===== config.mk =====
export PLATFORM = sky130hd
export DESIGN_NAME = rau_front
export DESIGN_NICKNAME = d
export VERILOG_FILES = /design/src/rtl/rau_pkg.sv /design/src/rtl/rau_front.sv
export SDC_FILE = /design/constraint.sdc
export NUM_CORES = 1
export LEC_CHECK = 0
export BUFFER_PORTS_ARGS = -buffer_cell sky130_fd_sc_hd__buf_2
export CAP_MARGIN = 5
export CORE_MARGIN = 1
export CORE_UTILIZATION = 59
export DETAILED_ROUTE_END_ITERATION = 8
export GPL_ROUTABILITY_DRIVEN = 0
export HOLD_SLACK_MARGIN = 0.06
export PLACE_DENSITY = 0.94
export RECOVER_POWER = 50
export SYNTH_ARGS = -nofsm -noshare
export SYNTH_HDL_FRONTEND = slang
export SYNTH_SLANG_ARGS = --single-unit

===== constraint.sdc =====
create_clock -name clk -period 18.4 [get_ports clk]
set_clock_uncertainty 0.15 [all_clocks]
set_input_delay 0.92 -clock clk [delete_from_list [all_inputs] [get_ports clk]]
set_output_delay 0.92 -clock clk [all_outputs]
set_load 0.03 [all_outputs]

===== src/rtl/rau_pkg.sv =====
// rau_pkg: shared types and constants for the rational arithmetic unit.
// Used by rau_front, rau_core and rational_arithmetic_unit; no dependencies.
package rau_pkg;

  localparam int QUEUE_DEPTH = 2;
  localparam int OPW         = 32;   // operand field width
  localparam int RW          = 64;   // result numerator width
  localparam int DW          = 63;   // result denominator width

  typedef enum logic [2:0] {
    ACT_ADD = 3'd0,
    ACT_SUB = 3'd1,
    ACT_MUL = 3'd2,
    ACT_DIV = 3'd3,
    ACT_CMP = 3'd4
  } action_t;

  typedef enum logic [1:0] {
    ST_OK       = 2'd0,
    ST_ZERO_DEN = 2'd1,
    ST_DIV_ZERO = 2'd2
  } status_t;

  // One classified item: operands in sign-magnitude form, zero denominators
  // already replaced by one.
  typedef struct packed {
    logic [2:0]     action;
    logic [OPW-1:0] a_mag;
    logic [OPW-1:0] a_dmag;
    logic           a_neg;
    logic [OPW-1:0] b_mag;
    logic [OPW-1:0] b_dmag;
    logic           b_neg;
    logic           zden;
  } item_t;

endpackage


===== src/rtl/rau_front.sv =====
// rau_front: accepts input words, classifies operands into sign-magnitude
// form and queues them for the core. Depends on rau_pkg.
module rau_front #(
  parameter int DEPTH = rau_pkg::QUEUE_DEPTH
) (
  input  logic                 clk,
  input  logic                 rst_n,
  input  logic                 in_tvalid,
  output logic                 in_tready,
  input  logic [127:0]         in_tdata,
  input  logic [2:0]           in_tuser,
  output logic                 q_valid,
  input  logic                 q_pop,
  output rau_pkg::item_t       q_item
);

  localparam int PW = $clog2(DEPTH);
  localparam int CW = $clog2(DEPTH + 1);

  rau_pkg::item_t mem_r [DEPTH];
  logic [PW-1:0]  wr_ptr_r, wr_ptr_nxt;
  logic [PW-1:0]  rd_ptr_r, rd_ptr_nxt;
  logic [CW-1:0]  cnt_r, cnt_nxt;
  rau_pkg::item_t item;
  logic           push;
  logic           pop;

  function automatic logic [31:0] mag32(input logic [31:0] v);
    mag32 = v[31] ? (32'd0 - v) : v;
  endfunction

  always_comb begin
    logic [31:0] an, ad, bn, bd;
    an = in_tdata[31:0];
    ad = in_tdata[63:32];
    bn = in_tdata[95:64];
    bd = in_tdata[127:96];
    item.action = in_tuser;
    item.a_mag  = mag32(an);
    item.a_dmag = (ad == '0) ? 32'd1 : mag32(ad);
    item.a_neg  = an[31] ^ ad[31];
    item.b_mag  = mag32(bn);
    item.b_dmag = (bd == '0) ? 32'd1 : mag32(bd);
    item.b_neg  = bn[31] ^ bd[31];
    item.zden   = (ad == '0) || (bd == '0);
  end

  assign in_tready = (cnt_r != CW'(DEPTH));
  assign push      = in_tvalid && in_tready;
  assign q_valid   = (cnt_r != '0);
  assign pop       = q_pop && q_valid;
  assign q_item    = mem_r[rd_ptr_r];

  always_comb begin
    wr_ptr_nxt = wr_ptr_r;
    rd_ptr_nxt = rd_ptr_r;
    cnt_nxt    = cnt_r;
    if (push) begin
      wr_ptr_nxt = (wr_ptr_r == PW'(DEPTH - 1)) ? '0 : wr_ptr_r + 1'b1;
    end
    if (pop) begin
      rd_ptr_nxt = (rd_ptr_r == PW'(DEPTH - 1)) ? '0 : rd_ptr_r + 1'b1;
    end
    if (push && !pop) begin
      cnt_nxt = cnt_r + 1'b1;
    end else if (pop && !push) begin
      cnt_nxt = cnt_r - 1'b1;
    end
  end

  always_ff @(posedge clk) begin
    if (!rst_n) begin
      wr_ptr_r <= '0;
      rd_ptr_r <= '0;
      cnt_r    <= '0;
    end else begin
      wr_ptr_r <= wr_ptr_nxt;
      rd_ptr_r <= rd_ptr_nxt;
      cnt_r    <= cnt_nxt;
    end
  end

  always_ff @(posedge clk) begin
    if (push) begin
      mem_r[wr_ptr_r] <= item;
    end
  end

endmodule


== Yosys cells after proc, flatten, opt, wreduce, memory -nomap -nowiden ==
Memories as Yosys holds them, arrays and structs flattened. A register that Yosys moved wholly into a read port is not among the register bits.
Index checks and enable logic that the tools add are counted.

* Output and inout port bits: 136
* Memories kept: 1
* Input port bits: 135
* RAM bits: 268
* Word-level logic and storage cells: 40
* Bits in registers: 4

* Bitwise operators: 2
* Eq/ne operators: 1
* Reductions and logical operators: 11
* $add $sub $neg: 8
* Mux-type cells: 14

{| class="wikitable"
|+ Memory list
! name !! depth !! width !! read ports !! clocked after memory_dff !! write ports !! line !! source
|-
| mem_r || 2 || 134 || 1 || 1 || 1 || rau_front.sv:20 || <nowiki>rau_pkg::item_t mem_r [DEPTH];</nowiki>
|}

{| class="wikitable"
|+ Operator list
! cell !! count
|-
| $mux 32 || 6
|-
| $sub 1x32->32 const A || 4
|-
| $logic_not 32->1 || 2
|-
| $mux 1 || 6
|-
| $logic_and 1x1->1 || 4
|-
| $mux 2 || 2
|-
| $reduce_bool 2->1 || 2
|-
| $add 1x1->1 const B || 2
|-
| $add 2x1->2 const B || 1
|-
| $logic_not 1->1 || 2
|-
| $ne 2x2->1 const B || 1
|-
| $sub 2x1->2 const B || 1
|-
| $xor 1x1->1 || 2
|-
| $logic_or 1x1->1 || 1
|}

== Longest topological paths before layout ==
Gate-level depths: netlist of run 1.

* Depth after elaboration: 6
* Gate-level depth with buffers: 7

== Least setup slack after synthesis of run 1 ==
OpenSTA, ideal clock, no wires.

* Path type: input port to flip-flop
* From: in in_tvalid
* To: mem mem_r[0][0] (netlist name), enable pin
* Path buffers: 0
* Stages: 2
* Arrival time: 6.587 ns
* Setup slack: 11.033 ns
* Setup time: 0.629 ns
* Required time: 17.621 ns
* Cells stage by stage: nand2_1 -> nor2_1

* Cells in the longest elaborated chain, start to end: 3

{| class="wikitable"
|+ RTL lines
! what !! line !! source
|-
| start: declaration || rau_front.sv:8 || <nowiki>input logic in_tvalid,</nowiki>
|-
| $logic_and 1x1->1 || rau_front.sv:49 || <nowiki>assign push = in_tvalid && in_tready;</nowiki>
|-
| $mux 1 || rau_front.sv:84 || <nowiki>if (push) begin</nowiki>
|-
| $mux 1 (not written as such) || rau_front.sv:85 || <nowiki>mem_r[wr_ptr_r] <= item;</nowiki>
|-
| end: declaration || rau_front.sv:20 ||
|}

No other way between the ends.

== Final worst setup path of run 1 ==
* From: reg cnt_r[0]
* To: mem mem_r[0][24] (netlist name), enable pin

* Cells in the longest elaborated chain, start to end: 4

{| class="wikitable"
|+ RTL lines
! what !! line !! source
|-
| start: declaration || rau_front.sv:23 || <nowiki>logic [CW-1:0] cnt_r, cnt_nxt;</nowiki>
|-
| start signal: assignment || rau_front.sv:79 || <nowiki>cnt_r <= cnt_nxt;</nowiki>
|-
| $ne 2x2->1 || rau_front.sv:48 || <nowiki>assign in_tready = (cnt_r != CW'(DEPTH));</nowiki>
|-
| $logic_and 1x1->1 || rau_front.sv:49 ||
|-
| $mux 1 || rau_front.sv:84 ||
|-
| $mux 1 (not written as such) || rau_front.sv:85 ||
|}

No other way between the ends.

==> out/results.ini, run 1 <==
[clock_tree]
clock-sinks = 273
htreeDepth = 1
root_buffer = clkbuf_16
cts_hold_buf = 0
clkSlewWorstSetupHoldPaths_ps = 60
cts_resized = 0
cts_tree = yes
insertion_delay_ps = 510
cts_max_path_buffers = 3
postCtsSetupBuffers = 0
cts_buffers = 27

[pwr]
switchingPower_mw = 0.6799
power_mw = 2.010
power_density_nw_per_um2 = 134.0
clkPwrFrac_pct = 25.2
sequentialPowerShare_pct = 42.8
ir_worst_vdd_v = 0.0001076
cellInternalPower_mw = 1.330
swShare_pct = 33.83
pwr-share-comb_pct = 31.9
leakage_nw = 5.213

[routing]
ant_nets = 0
drtPass1Iterations = 6
via_per_inst = 5.893
drt_wl_total_mm = 28.05
wl_per_cell_um = 20.05
drtIter0Drc = 469
num_vias = 8244
drc = 0

[floorplanning]
num_rows = 53
die_h_um = 148.1
initial_core_util_pct = 60.13
core_area_um2 = 20960
die_x_um = 148.1
io_pins = 271
die_area_um2 = 21940

[timing]
worst_pin_slew_ps = 3184
finalCriticalPeriod_ps = 5089
setup_tns_ps = 0
finalSetupViolations = 0
fmax_ghz = 0.1965
rsz0062_at_grt = no
final_max_slew_viol_count = 224
maxSlewHeadroom_pct = -112.3
fin_crit_sh_pct = 27.66
hold_violations = 0

[critical_path]
critPathCaptureType = flop
crit_fanout = 44
start_kind = flop
crit_type = flop to flop
worstPathRequired_ps = 18320
arrival_ps = 5010

[cells_and_area]
drive_above_1_share_pct = 39.89
area_delta_synth_final_pct = 19.06
layout_common_cells = 268 x edfxtp_1, 255 x buf_2, 134 x mux2_2, 118 x xnor2_1, 43 x o31ai_1
final_common_cell = edfxtp_1
utilization_pct = 71.58
fin_nets = 1243

[synthesis]
syn-cell-area_um2 = 12600
yosys_most_used_dff = edfxtp_1
async_reset_ff_share_pct = 0
synth_edf_count = 268
yosys_warnings = 0
synthCells = 833
synth_nets = 973
ys_seq_area_share_pct = 64.67
synth_area_per_cell_um2 = 15.13
ys_ff_latch = 273
yosysUniqueCellTypes = 42

[run]
max_cap_viol_count = 5

[global_route]
grt_pass1_wl_mm = 43.38
grt_pass1_vias = 8304
grt_start_max_net_pins = 83
grt_overflow_total = 0
antenna_found_initial = 3
grt_use_total_pct = 25.28

[status]
violations = capacitance limit, slew limit
status = complete, but fails checks

[hold_path]
min_path_type = flop to flop

[placed_design]
dpl.hpwl_mm = 18.42
io_buffers = 270

-- power groups by stage --
stage	sequential, mW	clock, mW	combinational (mW)
after floorplan	0.856	0	0.477
after global placement	0.859	0	0.630
after detailed placement	0.865	0	0.640
after CTS	0.855	0.515	0.647
after global routing	0.870	0.541	0.675
final	0.860	0.507	0.642
-- cells in the mapped netlist, types with 2 or more instances --
master	count	area, um2
edfxtp_1	268	8048
mux2_2	134	1509
xnor2_1	118	1033
o31ai_1	43	322.8
nand2_1	34	127.6
clkbuf_1	31	116.4
o21ai_0	28	140.1
o41ai_1	27	236.5
nor3_1	15	75.07
nor4_1	14	87.58
or3_1	13	81.33
inv_1	12	45.04
nor2_1	12	45.04
nand3_1	10	50.05
nand2b_1	9	56.30
or2_2	7	43.79
dfxtp_1	5	100.1
ha_1	5	62.56
or4_1	5	37.54
and2_1	4	25.02
or4_4	4	45.04
xor2_1	4	35.03
nand3b_1	3	22.52
nand4_1	3	18.77
a31o_2	2	17.52
a31oi_1	2	12.51
buf_1	2	7.510
mux2i_1	2	20.02
nor3b_1	2	15.01
nor4b_1	2	17.52
or3_2	2	15.01
-- metrics by stage --
stage / instance area, um2 / setup slack, ps / instances / hold WS, ps
2_1_floorplan: 12600 / 11030 / 833 / 322.8
3_3_place_gp: 14210 / 14750 / 1349 / 333.8
3_5_place_dp: 14210 / 14670 / 1349 / 407.1
4_1_cts: 15030 / 14290 / 1398 / 414.0
5_1_grt: 15000 / 12960 / 1399 / 408.2
6_report: 15000 / 13310 / 1399 / 407.0
-- sequential cells by signal, summed over array words and instances (netlist names), named ones only --
| name | flops |
|---|---|
| rd_ptr_r | 1 |
| mem_r | 268 |
| cnt_r | 2 |
| wr_ptr_r | 1 |
-- per-layer routing --
| layer | GRT usage [%] | part of all wire (%) | up-vias |
|---|---|---|---|
| met2 | 43.78 | 51 | 410 |
| met4 | 7.371 | 2.0 | 2 |
| met1 | 32.27 | 38 | 4004 |
| met3 | 5.031 | 8.8 | 46 |
| met5 | 0 | 0.046 | - |
| li1 | - | - | 3782 |
-- area by class of cell --
class,count,area [um2]
diodes,1,2.502
clock buffers,38,737.0
clock inverters,11,82.58
fillers,1336,5954
inverters,12,45.04
multi-input cells,514,4279
flip-flops and latches,273,8152
well taps,275,344.1
repair buffers,275,1359
-- cells by family (layout without fill, tap and decap cells) --
| family | count (synthesis) | after routing | share of synthesized area (%) |
|---|---|---|---|
| flops | 273 | 273 | 64.67 |
| mux | 136 | 136 | 12.14 |
| simple gates | 146 | 146 | 6.594 |
| compound gates | 105 | 105 | 6.197 |
| buf+inv | 46 | 336 | 1.430 |
| xor+xnor | 122 | 122 | 8.481 |
| other cells | 0 | 1 | 0 |
| fa+ha+maj | 5 | 5 | 0.4965 |
-- worst max-delay path, cell delays in order (launching register included) --
cell and delay (ps):
dfxtp_1 390, nand2b_1 180, nand2_1 150, nor2_4 110, clkbuf_1 1620, clkbuf_1 1950
-- worst paths after layout --
check                               from            to  slack (ps)  cells after the start
worst min register to register  cnt_r[1]      cnt_r[1]         410                      2
worst max register to register  cnt_r[0]  mem_r[0][24]       13310                      5
worst max-delay path            cnt_r[0]  mem_r[0][24]       13310                      5
worst min-delay path            cnt_r[1]      cnt_r[1]         410                      2
Note: power is estimated with default switching activity, not from simulation.
==> run 2: changes to the inputs <==
- CORE_UTILIZATION: 59 -> 55
- PLACE_DENSITY: 0.94 -> 0.89
- clock period: 18.4 -> 5.09 ns (I/O delays scaled with it)
==> out/results.ini, run 2 (same netlist as run 1, synthesis figures left out) <==
[status]
status = complete, but fails checks
violations = capacitance limit, slew limit

[floorplanning]
num_rows = 55
io_pins = 271
die_h_um = 153.4
die_x_um = 153.4
core_area_um2 = 22570
initial_core_util_pct = 55.82
die_area_um2 = 23520

[critical_path]
critPathMaxStageDelay_ps = 2120
worstPathRequired_ps = 5140
rrSetupSlack_ps = 1180
critPathCaptureType = flop
crit_type = flop to flop
crit_buf_inv = 1
arrival_ps = 3960
slowest_stage = nor2_1
crit_fanout = 33
start_kind = flop
cp_top_family = simple AND/OR/NAND/NOR gates
cp_cell_sequence = nand2b_1, nand2_1, nor2_1, buf_4

[pwr]
ir_worst_vdd_v = 0.0003166
leakage_nw = 5.828
power_density_nw_per_um2 = 462.2

[timing]
setup_tns_ps = 0
rsz0062_at_grt = no
fin_crit_sh_pct = 76.84
hold_violations = 0
finalSetupViolations = 0
maxSlewHeadroom_pct = -92.76
worst_pin_slew_ps = 2881
final_max_slew_viol_count = 99
fmax_ghz = 0.2557
finalCriticalPeriod_ps = 3911

[global_route]
grt_use_total_pct = 26.96
grt_overflow_total = 0
grt_pass1_wl_mm = 49.74
antenna_found_initial = 4
grt_pass1_vias = 9537
grt_start_max_net_pins = 83

[cells_and_area]
fill_cells = 1410
largestRegisters = mem_r: 268 flops, cnt_r: 2 flops
regMostFlops = mem_r
drive_above_1_share_pct = 36.03
largest_reg_flops = 268
seqCellArea_um2 = 8152
fin_nets = 1382
layout_common_cells = 268 x edfxtp_1, 254 x buf_2, 137 x dlygate4sd3_1, 134 x mux2_2, 118 x xnor2_1
finalInstanceArea_um2 = 16490
final_common_cell = edfxtp_1
multiInputGateArea_um2 = 4252
area_delta_synth_final_pct = 30.89

[routing]
top_layer = met4
wl_per_cell_um = 20.84
dr_wl_met2_mm = 16.64
num_vias = 8981
drtIter0Drc = 617
drc = 0
m1WireLength_mm = 12.19
drt_wl_total_mm = 32.34
ant_nets = 0
drtPass1Iterations = 5
via_per_inst = 5.787
wl_met3_mm = 2.372

[placed_design]
dpl_cell_area_um2 = 14260
dpl.hpwl_mm = 18.59
io_buffers = 270

[clock_tree]
cts_buffers = 28
insertion_delay_ps = 520
postCtsSetupBuffers = 0
htreeDepth = 1
clkSlewWorstSetupHoldPaths_ps = 60
cts_tree = yes
cts_max_path_buffers = 3
clock-sinks = 273
root_buffer = clkbuf_16

[hold_path]
min_path_type = input port to flop

[run]
max_cap_viol_count = 2

==> run 2: area by class of cell <==
cell class / count / area share (%)
flip-flops and latches: 273 / 49.43
multi-input cells: 514 / 25.78
inverters: 12 / 0.2731
clock buffers: 38 / 4.726
well taps: 285 / 2.162
clock inverters: 13 / 0.8497
repair buffers: 413 / 16.72
diodes: 4 / 0.06069
==> run 2: worst paths after layout <==
check / start / to / cells past startpoint
hold / removal: in_tvalid / wr_ptr_r / 4
setup / recovery: cnt_r[0] / mem_r[0][86] / 4
hold reg to reg: cnt_r[1] / cnt_r[1] / 2
setup reg to reg: cnt_r[0] / mem_r[0][86] / 4
==> run 2: metal layers <==
metal  global-route usage, %  vias to the layer above
met5                       0                        -
met4                   10.24                        0
li1                        -                     4063
met1                   31.64                     4394
met2                   48.88                      433
met3                   5.160                       91
==> run 2: what timing repair did <==
item / in CTS / in global routing
endpoints found under the hold margin: 265 / 0
hold buffers: 137 / 0
gates resized for setup: 0 / 0
==> run 2: worst min-delay path, cell delays in order <==
cell and delay [ps]:
buf_2 110, nand2_1 140, xnor2_1 90, and2_0 150
==> run 2: metrics by stage <==
stage	utilization, %	hold WS (ps)	power, mW	instances	worst slack [ps]
CTS	73.32	138.1	7.610	1548	1833
global route	73.07	134.3	7.890	1552	906.1
detailed placement	63.17	296.9	5.483	1360	2292
global placement	63.17	294.0	5.426	1360	2403
floorplan	-	203.4	4.797	833	128.2
finish	73.07	118.9	7.623	1552	1179
==> run 2: power by group <==
group / leakage (nW) / internal (mW) / total, mW / switching, mW
clock network: 0.453 / 1.22 / 2.05 / 0.834
logic: 2.83 / 0.877 / 2.45 / 1.57
registers: 2.55 / 2.94 / 3.12 / 0.180
